File: config.mk
export PLATFORM = sky130hd
export DESIGN_NAME = shell_sort_engine
export DESIGN_NICKNAME = d
export VERILOG_FILES = /design/src/rtl/core/sse_pkg.sv /design/src/rtl/core/sse_ram.sv /design/src/rtl/core/sse_seq.sv /design/src/rtl/core/shell_sort_engine.sv
export VERILOG_INCLUDE_DIRS = /design/src /design/src/rtl/core
export SDC_FILE = /design/constraint.sdc
export NUM_CORES = 2
export LEC_CHECK = 0
export BUFFER_PORTS_ARGS = -buffer_cell sky130_fd_sc_hd__buf_4
export CAP_MARGIN = 20
export CORE_ASPECT_RATIO = 2
export CORE_MARGIN = 2
export CORE_UTILIZATION = 35
export DETAILED_ROUTE_END_ITERATION = 8
export PLACE_DENSITY = 0.48
export SYNTH_ARGS = -nofsm -noshare
export SYNTH_HDL_FRONTEND = slang
export SYNTH_SLANG_ARGS = --single-unit
File: constraint.sdc
create_clock -name i_clk -period 4.6 [get_ports i_clk]
set_input_delay 0.92 -clock i_clk [delete_from_list [all_inputs] [get_ports i_clk]]
set_output_delay 0.92 -clock i_clk [all_outputs]
set_load 0.01 [all_outputs]
File: src/rtl/core/assert_macros.svh
// ---------------------------------------------------------------------------
// assert_macros.svh
// Assertion shorthands, clocked on i_clk with reset held off.
// ---------------------------------------------------------------------------
`ifndef ASSERT_MACROS_SVH
`define ASSERT_MACROS_SVH

// Check that prop holds at every clock edge outside reset.
`define ASSERT_ALWAYS(label, prop, msg) \
    label: assert property (@(posedge i_clk) disable iff (!i_rst_n) (prop)) \
        else $error(msg);

// Check that cons holds in the cycle after ante.
`define ASSERT_NEXT(label, ante, cons, msg) \
    label: assert property (@(posedge i_clk) disable iff (!i_rst_n) \
        (ante) |=> (cons)) else $error(msg);

`endif

File: src/rtl/core/sse_pkg.sv
// ---------------------------------------------------------------------------
// sse_pkg
// Sizes, types and sequencer status shared by the sort engine files.
// ---------------------------------------------------------------------------
package sse_pkg;

    localparam int DEPTH      = 64;
    localparam int DATA_WIDTH = 16;
    localparam int ADDR_W     = $clog2(DEPTH);
    localparam int CNT_W      = $clog2(DEPTH + 1);
    localparam int GAP_W      = $clog2(DEPTH / 2 + 1);

    typedef logic [DATA_WIDTH-1:0] t_data;
    typedef logic [ADDR_W-1:0]     t_addr;
    typedef logic [CNT_W-1:0]      t_cnt;
    typedef logic [GAP_W-1:0]      t_gap;

    typedef struct packed {
        logic load;
        logic fin;
    } t_emit;

    typedef struct packed {
        logic busy;
        t_cnt cnt;
    } t_stat;

endpackage

File: src/rtl/core/sse_ram.sv
// ---------------------------------------------------------------------------
// sse_ram
// Element store: one write port, two read ports, registered read data.
// ---------------------------------------------------------------------------
module sse_ram #(
    parameter int DEPTH_P = 64,
    parameter int WIDTH_P = 16,
    parameter int AW_P    = $clog2(DEPTH_P)
) (
    input  logic               i_clk,
    input  logic               i_we,
    input  logic [AW_P-1:0]    i_waddr,
    input  logic [WIDTH_P-1:0] i_wdata,
    input  logic [AW_P-1:0]    i_raddr_a,
    input  logic [AW_P-1:0]    i_raddr_b,
    output logic [WIDTH_P-1:0] o_rdata_a,
    output logic [WIDTH_P-1:0] o_rdata_b
);

    logic [WIDTH_P-1:0] r_mem [DEPTH_P];
    logic [WIDTH_P-1:0] r_rdata_a;
    logic [WIDTH_P-1:0] r_rdata_b;

    always_ff @(posedge i_clk) begin
        if (i_we) begin
            r_mem[i_waddr] <= i_wdata;
        end
        r_rdata_a <= r_mem[i_raddr_a];
        r_rdata_b <= r_mem[i_raddr_b];
    end

    assign o_rdata_a = r_rdata_a;
    assign o_rdata_b = r_rdata_b;

endmodule

File: src/rtl/core/sse_seq.sv
// ---------------------------------------------------------------------------
// sse_seq
// Load, gapped insertion and emit sequencer around the element store.
// ---------------------------------------------------------------------------
module sse_seq (
    input  logic             i_clk,
    input  logic             i_rst_n,
    input  logic             i_in_valid,
    output logic             o_in_stall,
    input  sse_pkg::t_data   i_value,
    input  logic             i_last,
    input  sse_pkg::t_data   i_rd_a,
    input  sse_pkg::t_data   i_rd_b,
    input  logic             i_out_free,
    output logic             o_we,
    output sse_pkg::t_addr   o_waddr,
    output sse_pkg::t_data   o_wdata,
    output sse_pkg::t_addr   o_raddr_a,
    output sse_pkg::t_addr   o_raddr_b,
    output sse_pkg::t_emit   o_emit,
    output sse_pkg::t_stat   o_stat
);

    localparam logic [2:0] S_LOAD    = 3'd0;
    localparam logic [2:0] S_OUTER   = 3'd1;
    localparam logic [2:0] S_RD      = 3'd2;
    localparam logic [2:0] S_CMP     = 3'd3;
    localparam logic [2:0] S_SWP     = 3'd4;
    localparam logic [2:0] S_EMIT_RD = 3'd5;
    localparam logic [2:0] S_EMIT_LD = 3'd6;

    logic [2:0]      r_state, n_state;
    sse_pkg::t_cnt   r_cnt, n_cnt;
    sse_pkg::t_gap   r_gap, n_gap;
    sse_pkg::t_cnt   r_outer, n_outer;
    sse_pkg::t_cnt   r_inner, n_inner;
    sse_pkg::t_addr  r_k, n_k;
    sse_pkg::t_data  r_small, n_small;

    sse_pkg::t_cnt   w_gap_ext;
    sse_pkg::t_cnt   w_jb;
    sse_pkg::t_cnt   w_cnt_after;
    sse_pkg::t_cnt   w_half;
    sse_pkg::t_gap   w_gap_half;
    logic            w_accept;

    assign w_gap_ext   = sse_pkg::t_cnt'(r_gap);
    assign w_jb        = r_inner - w_gap_ext;
    assign w_accept    = i_in_valid && (r_state == S_LOAD);
    assign w_cnt_after = (r_cnt < sse_pkg::t_cnt'(sse_pkg::DEPTH)) ? r_cnt + 1'b1 : r_cnt;
    assign w_half      = w_cnt_after >> 1;
    assign w_gap_half  = r_gap >> 1;

    always_comb begin
        n_state   = r_state;
        n_cnt     = r_cnt;
        n_gap     = r_gap;
        n_outer   = r_outer;
        n_inner   = r_inner;
        n_k       = r_k;
        n_small   = r_small;
        o_we      = 1'b0;
        o_waddr   = r_cnt[sse_pkg::ADDR_W-1:0];
        o_wdata   = i_value;
        o_raddr_a = r_inner[sse_pkg::ADDR_W-1:0];
        o_raddr_b = w_jb[sse_pkg::ADDR_W-1:0];
        o_emit    = '0;

        unique case (r_state)
            S_LOAD: begin
                if (w_accept) begin
                    o_we  = (r_cnt < sse_pkg::t_cnt'(sse_pkg::DEPTH));
                    n_cnt = w_cnt_after;
                    if (i_last) begin
                        n_gap   = w_half[sse_pkg::GAP_W-1:0];
                        n_outer = w_half;
                        n_k     = '0;
                        n_state = (w_half == '0) ? S_EMIT_RD : S_OUTER;
                    end
                end
            end
            S_OUTER: begin
                if (r_outer >= r_cnt) begin
                    n_gap   = w_gap_half;
                    n_outer = sse_pkg::t_cnt'(w_gap_half);
                    n_k     = '0;
                    n_state = (w_gap_half == '0) ? S_EMIT_RD : S_OUTER;
                end else begin
                    n_inner = r_outer;
                    n_state = S_RD;
                end
            end
            S_RD: begin
                if (r_inner < w_gap_ext) begin
                    n_outer = r_outer + 1'b1;
                    n_state = S_OUTER;
                end else begin
                    n_state = S_CMP;
                end
            end
            S_CMP: begin
                if (i_rd_a < i_rd_b) begin
                    o_we    = 1'b1;
                    o_waddr = r_inner[sse_pkg::ADDR_W-1:0];
                    o_wdata = i_rd_b;
                    n_small = i_rd_a;
                    n_state = S_SWP;
                end else begin
                    n_outer = r_outer + 1'b1;
                    n_state = S_OUTER;
                end
            end
            S_SWP: begin
                o_we    = 1'b1;
                o_waddr = w_jb[sse_pkg::ADDR_W-1:0];
                o_wdata = r_small;
                n_inner = w_jb;
                n_state = S_RD;
            end
            S_EMIT_RD: begin
                o_raddr_a = r_k;
                n_state   = S_EMIT_LD;
            end
            S_EMIT_LD: begin
                o_raddr_a = r_k;
                if (i_out_free) begin
                    o_emit.load = 1'b1;
                    o_emit.fin  = (sse_pkg::t_cnt'(r_k) + 1'b1 == r_cnt);
                    if (o_emit.fin) begin
                        n_cnt   = '0;
                        n_gap   = '0;
                        n_outer = '0;
                        n_inner = '0;
                        n_state = S_LOAD;
                    end else begin
                        n_k     = r_k + 1'b1;
                        n_state = S_EMIT_RD;
                    end
                end
            end
            default: begin
                n_state = S_LOAD;
            end
        endcase
    end

    always_ff @(posedge i_clk) begin
        if (!i_rst_n) begin
            r_state <= S_LOAD;
            r_cnt   <= '0;
            r_gap   <= '0;
            r_outer <= '0;
            r_inner <= '0;
            r_k     <= '0;
        end else begin
            r_state <= n_state;
            r_cnt   <= n_cnt;
            r_gap   <= n_gap;
            r_outer <= n_outer;
            r_inner <= n_inner;
            r_k     <= n_k;
        end
        r_small <= n_small;
    end

    assign o_in_stall  = (r_state != S_LOAD);
    assign o_stat.busy = (r_state != S_LOAD);
    assign o_stat.cnt  = r_cnt;

endmodule

File: src/rtl/core/shell_sort_engine.sv
// ---------------------------------------------------------------------------
// shell_sort_engine
// Collects a set of words, sorts them ascending by Shell sort with halving
// gaps, then streams them out with a final flag on the last one.
// ---------------------------------------------------------------------------
// channel | valid       | stall        | payload
// input   | i_in_valid  | o_in_stall   | i_value, i_last
// output  | o_out_valid | i_out_stall  | o_sorted_value, o_final_res
//
// Loading takes one word per cycle while o_in_stall is low; words past 64
// are dropped. Sorting runs in the element store: each compare uses a read
// state and a compare state, a swap adds a swap state, and an outer step its
// own state. Emission reads, then loads each word, waiting on output stall.
// Input stalls from the last word until the last result enters the output
// register. Reset is synchronous; the store itself is not cleared.
// ---------------------------------------------------------------------------
`include "assert_macros.svh"

module shell_sort_engine (
    input  logic           i_clk,
    input  logic           i_rst_n,
    input  logic           i_in_valid,
    output logic           o_in_stall,
    input  sse_pkg::t_data i_value,
    input  logic           i_last,
    output logic           o_out_valid,
    input  logic           i_out_stall,
    output sse_pkg::t_data o_sorted_value,
    output logic           o_final_res
);

    logic            w_we;
    sse_pkg::t_addr  w_waddr;
    sse_pkg::t_data  w_wdata;
    sse_pkg::t_addr  w_raddr_a;
    sse_pkg::t_addr  w_raddr_b;
    sse_pkg::t_data  w_rd_a;
    sse_pkg::t_data  w_rd_b;
    sse_pkg::t_emit  w_emit;
    sse_pkg::t_stat  w_stat;
    logic            w_out_free;

    logic            r_out_valid;
    sse_pkg::t_data  r_out_value;
    logic            r_out_final;

    assign w_out_free = !r_out_valid || !i_out_stall;

    sse_ram #(
        .DEPTH_P (sse_pkg::DEPTH),
        .WIDTH_P (sse_pkg::DATA_WIDTH)
    ) u_ram (
        .i_clk     (i_clk),
        .i_we      (w_we),
        .i_waddr   (w_waddr),
        .i_wdata   (w_wdata),
        .i_raddr_a (w_raddr_a),
        .i_raddr_b (w_raddr_b),
        .o_rdata_a (w_rd_a),
        .o_rdata_b (w_rd_b)
    );

    sse_seq u_seq (
        .i_clk      (i_clk),
        .i_rst_n    (i_rst_n),
        .i_in_valid (i_in_valid),
        .o_in_stall (o_in_stall),
        .i_value    (i_value),
        .i_last     (i_last),
        .i_rd_a     (w_rd_a),
        .i_rd_b     (w_rd_b),
        .i_out_free (w_out_free),
        .o_we       (w_we),
        .o_waddr    (w_waddr),
        .o_wdata    (w_wdata),
        .o_raddr_a  (w_raddr_a),
        .o_raddr_b  (w_raddr_b),
        .o_emit     (w_emit),
        .o_stat     (w_stat)
    );

    always_ff @(posedge i_clk) begin
        if (!i_rst_n) begin
            r_out_valid <= 1'b0;
        end else if (w_emit.load) begin
            r_out_valid <= 1'b1;
        end else if (!i_out_stall) begin
            r_out_valid <= 1'b0;
        end
        if (w_emit.load) begin
            r_out_value <= w_rd_a;
            r_out_final <= w_emit.fin;
        end
    end

    assign o_out_valid    = r_out_valid;
    assign o_sorted_value = r_out_value;
    assign o_final_res    = r_out_final;

    `ASSERT_ALWAYS(a_cnt_bound, w_stat.cnt <= sse_pkg::t_cnt'(sse_pkg::DEPTH), "count past depth")
    `ASSERT_ALWAYS(a_no_overwrite, !w_emit.load || w_out_free, "output word overwritten")
    `ASSERT_NEXT(a_fin_idle, w_emit.load && w_emit.fin, !w_stat.busy && (w_stat.cnt == '0), "not idle after final word")
    `ASSERT_ALWAYS(a_no_write_emit, !(w_emit.load && w_we), "store written during emit")

endmodule
Yosys cells after proc, flatten, opt, wreduce, memory -nomap -nowiden
Memories as Yosys holds them, arrays and structs flattened. A register that Yosys moved wholly into a read port is not among the register bits.
Cells that the tools add are included.
Word-level totals
  RAM bits: 1024
  output and inout bits: 19
  memories: 1
  word-level logic and storage cells: 110
  register bits after elaboration: 70
Cells by class
  $add $sub $neg: 5
  muxes and demuxes: 49
  equal/unequal tests: 18
  reduce and logical (&&, ||, !) cells: 22
  order comparisons: 4
Memory list
  u_ram.r_mem: depth 64, width 16, read ports 2, clocked after Yosys merged registers in 2, wr ports 1, line sse_ram.sv:20  | logic [WIDTH_P-1:0] r_mem [DEPTH_P];
Operators with widths (count)
  two-way mux 6 bit: 12
  two-way mux 7 bit: 10
  one-hot mux 6 bit (3 select lines): 2
  one-hot mux 7 bit (5 select lines): 1
  one-hot mux 16 bit (2 select lines): 1
  two-way mux 3 bit: 8
  one-hot mux 3 bit (7 select lines): 1
  one-hot mux 7 bit (3 select lines): 1
  less-than comparator 16 bit: 1
  two-way mux 16 bit: 1
  adder 7 x 1 -> 7 bit (second input constant): 2
  one-hot mux 7 bit (2 select lines): 1
  != test 2 x 1 -> 1 bit (second input constant): 6
  one-hot mux 6 bit (2 select lines): 1
  AND reduction 6 bit: 2
  != test 2 bit (second input constant): 5
  equality test 3 bit (second input constant): 3
  nonzero test 3 bit: 3
  AND reduction 4 bit: 2
  AND reduction 8 bit: 1
  adder 6 x 1 -> 7 bit (second input constant): 1
  equality test 7 bit: 1
  greater-or-equal comparator 7 bit: 1
  logical NOT 7 bit: 1
  other kinds (20): 30

Logic depth before layout (Yosys ltp)
  depth in word-level cells: 7
  mapped depth: 13
  gate-level depth less buffers: 10

Cells and area by module
Synthesis repeated with hierarchy kept, for this count alone.
Second synthesis, totals
  cells, all modules: 3107
  area, all modules: 53637.7 µm²
By module, submodules not included
  sse_ram: instances 1, area each 48836.8 µm², cells each 2582
  sse_seq: instances 1, area each 4255.3 µm², cells each 504
  shell_sort_engine: instances 1, area each 545.5 µm², cells each 21

Worst setup path before layout
No wires, ideal clock.
  kind: flip-flop to flip-flop
  start point: register u_seq.r_inner[0]
  end point: memory u_ram.r_mem[25][0], enable pin
  cell stages (with the launch flop): 12
  library setup time: 431 ps
  arrival: 4485 ps
  path slack: -315 ps
  data required time: 4169 ps
  cells stage by stage: dfxtp_1 inv_1 ha_1 fa_1 clkbuf_1 clkbuf_1 clkbuf_1 buf_1 nor2_1 a21oi_1 o211ai_1 nor4_1
Between the ends
  word-level cells in the longest chain between the ends: 2
RTL lines
  from (decl): line sse_seq.sv:36  | sse_pkg::t_cnt r_inner, n_inner;
  from (signal assigned): line sse_seq.sv:160  | r_inner <= n_inner;
  subtractor 7 x 6 -> 7 bit / two-way mux 6 bit (equally long branches): line sse_seq.sv:48, sse_seq.sv:102
  one-hot mux 6 bit (2 select lines) *: line sse_seq.sv:69  | unique case (r_state)
  to (decl): line sse_ram.sv:20
Mark *: on every way between the ends. The rest lies on a longest branch, timed or not.

Worst setup path after layout
  start point: register u_seq.r_inner[0]
  end point: register u_ram.r_rdata_b[7], in the netlist u_ram.o_rdata_b[7] (read register of u_ram.r_mem)
Between the ends
  word-level cells in the longest chain between the ends: 1
RTL lines
  subtractor 7 x 6 -> 7 bit: line sse_seq.sv:48  | assign w_jb = r_inner - w_gap_ext;
  to (decl): line sse_ram.sv:22  | logic [WIDTH_P-1:0] r_rdata_b;
No other way between the ends.
A chain may end at the register's enable or synchronous reset.

==> impl_results.md <==
- Area Overhead vs Synth: 14.9%
- GR Layer Usage met2: 50.7%
- CTS clock-pin slew for the worst setup and hold paths: 0.07 ns
- Crit path arrival time: 5.10 ns
- Overall Power: 43.1 mW
- Most frequent cells in the layout: edfxtp_1 (1,057), nand2_1 (571), a211oi_1 (359)
- Sequential fraction of the synthesis area: 55.8%
- Via count: 44,600
- R2r setup slk: 0.07 ns
- Slowest cell delay on critical path: 1.16 ns
- Post-Syn Nets: 4,739
- # nets final: 4,765
- Async SR Flop Fraction: 0%
- Worst setup path end: u_ram.o_rdata_b[7]
- Clk_lat worst skew: 0.75 ns
- Buffers on Ports: 39
- Largest net degree at the start of global routing: 148
- RSZ-0062 raised after global routing: false
- Most common cell after layout, fill and taps aside: edfxtp_1
- Post-layout min period: 4.53 ns
- Mean post-synth cell area: 12.7 um^2
- Initial DRT Pass Iterations: 7
- Wire length of the first global-routing pass: 343 mm
- Initial Utilization: 35.3%
- CP max FO: 20
- Max-cap check violation count: 0
- Die Wd: 295 um
- Final wirelength: 246 mm
- Mapped Area: 59,400 um^2
- Yosys top cell area share: 53.4%
- Ys Warns: 0
- Worst-Margin Slew: 1.19 ns
- Final-report setup violation count: 0
- Minimum hold slack: 0.496 ns
- DPL Wire Length: 167 mm
- Vias in the first global route: 44,963
- TritonCTS Buffers: 104
- Slew headroom: 20.2%
- H-tree levels: 3
- GP Congestion: 0.967
- Area contributors post-synth: edfxtp_1 (53%), mux4_2 (12%), a211oi_1 (4.5%), nand2_1 (3.7%), nand2b_1 (3.2%)
- Post-layout worst setup margin: 0.0683 ns
- Peak supply drop: 0.637 mV
- Status: finished, final reports clean
- Routed Antenna Nets: 0
- Initial drt markers: 4,255
- Hold Fails Final Rpt: 0
- Met3 usage: 4.07%
- CP dominant cell by count: mux4_2
- Dpl cell area: 64,800 um^2
- Clk buf depth: 3
- Tcrit/Tclk final: 98.5%
- CTS sink cnt: 1,126
- Pwr Density: 632 nW/um^2
- Gr busiest metal: met2
- Global Route met1 Usage: 30.0%
- Class of the worst hold path: flip-flop to flip-flop
- R2R Path Start: u_seq.r_inner[0]
- Final instance area: 68,200 um^2
- F_max: 221 MHz
- EDFF count, synth: 1,057
- Setup crit end kind: flip-flop
- Pre-CTS WS: 0.132 ns
- Top-level port count: 40
- Yosys reg bits: 1,126
- Core ar.: 168,000 um^2
- Critical path cell sequence: inv_1 -> ha_4 -> fa_4 -> buf_4 -> mux4_2 -> mux4_2 -> nor2b_1 -> a211oi_1 -> a21oi_1
- Pleak: 22.0 nW
- Critical Path Stages: 9
- Post-synthesis cell type count: 88
- Total GRT Usage: 27.9%
- CTS tree: done
- CP Launch Point: u_seq.r_inner[0]
- Layout cell share with drive strength beyond 1: 20.9%
- Max-slew violations: 0
- Worst R2R Path Depth: 9
- Die area: 173,000 um^2
- Root Driver: clkbuf_16
- Congestion Overflow GR: 0
- Rows: 213
- Primary FF master, synth: edfxtp_1
- Routed vias/inst: 6.32
- CP Launch Type: flip-flop
- Setup bufs post-CTS: 0
- Worst Path Required: 5.17 ns
- Yosys top cell by area: edfxtp_1
- Worst path bufs/invs: 2
- Synth Instances: 4,686
- Max stage delay cell, worst path: fa_4
- Crit-path leading delay family: adder cells
- Avg WL per Cell: 34.8 um
- Crit Path Class: flip-flop to flip-flop
- Clk_skew: 0.0559 ns
- Reg2reg end: u_ram.o_rdata_b[7]
- DRC: 0
- Die H: 587 um
- Initial antenna violation count: 11
## metal layers
layer | vias up | wire, um
li1 | 18725 | -
met1 | 23083 | 83200
met2 | 2075 | 130000
met3 | 705 | 14900
met4 | 12 | 17900
met5 | - | 83
## layout make-up
cell class	count	area, um^2
sequential	1126	33100
tap	2257	2820
timing repair buffer	370	3970
clock buffer	119	2680
multi-input combinational	3071	24800
clock inverter	71	718
fill	15823	100000
antenna	1	2.50
inverter	39	151
## synth_stat cells, types with 16 or more instances
library cell	number
inv_1	36
a2111oi_0	32
edfxtp_1	1057
a22oi_1	142
and3_1	162
nor2b_1	22
nor3_1	51
a21oi_1	103
a22o_1	16
nor2_1	75
clkbuf_1	301
nand3_1	147
a2111o_1	18
nand4_1	23
nand2_1	589
a311oi_1	48
nand2b_1	307
a211oi_1	360
buf_1	53
o211ai_1	69
ha_1	31
dfxtp_1	69
a31oi_1	69
mux2i_1	49
buf_2	85
o21ai_0	129
o22ai_1	81
a32oi_1	29
mux4_2	320
## report_power, final
part | leakage (nW) | internal (mW) | switching [mW] | total (mW)
Combinational | 10.2 | 8.28 | 13.0 | 21.3
Clock | 1.62 | 4.74 | 4.20 | 8.94
Sequential | 10.1 | 12.5 | 0.426 | 12.9
Total | 22.0 | 25.5 | 17.6 | 43.1
## worst min path at each step
stage	from	end	slack, ns	cells past startpoint
3_3_place_gp	u_ram.o_rdata_a[6]	u_seq.r_small[6]	0.45	0
2_1_floorplan	u_ram.o_rdata_a[0]	o_sorted_value[0]	0.42	0
5_1_grt	u_ram.o_rdata_a[6]	u_seq.r_small[6]	0.50	0
6_report	u_ram.o_rdata_a[6]	u_seq.r_small[6]	0.50	0
3_5_place_dp	u_ram.o_rdata_a[6]	u_seq.r_small[6]	0.48	0
4_1_cts	u_ram.o_rdata_a[6]	u_seq.r_small[6]	0.50	0
## through the flow
| step | cells | setup TNS [ns] | util, % |
|---|---|---|---|
| 3_3_place_gp | 6862 | 0 | 38.5 |
| 3_5_place_dp | 6862 | 0 | 38.5 |
| 4_1_cts | 7052 | 0 | 40.5 |
| 2_1_floorplan | 4686 | -10.08 | - |
| 5_1_grt | 7054 | 0 | 40.5 |
| 6_report | 7054 | 0 | 40.5 |
## state kept, by name (all words and copies together) (netlist names)
name / cells
u_ram.r_mem: 1024
o_sorted_value: 16
u_ram.o_rdata_a: 16
u_ram.o_rdata_b: 16
u_seq.r_small: 16
u_seq.r_cnt: 7
u_seq.r_inner: 7
u_seq.r_outer: 7
u_seq.r_gap: 6
u_seq.r_k: 6
u_seq.r_state: 3
o_final_res: 1
o_out_valid: 1
## what timing repair did
action / in CTS / in global routing
hold buffers: 0 / 0
gates resized for setup: 0 / 1
hold endpoints to repair: 0 / 0
setup endpoints to repair: 0 / 1
## cell families after synthesis
| logic type | share of synthesized area (%) |
|---|---|
| AOI/OAI and AO/OA | 14.5 |
| xor gates and xnor gates | 0.331 |
| adders and majority gates | 0.687 |
| buffers and inverters | 3.36 |
| DFF | 55.8 |
| muxes | 13.2 |
| and+or+nand+nor | 12.1 |
Power figures use the tool's default switching activity.
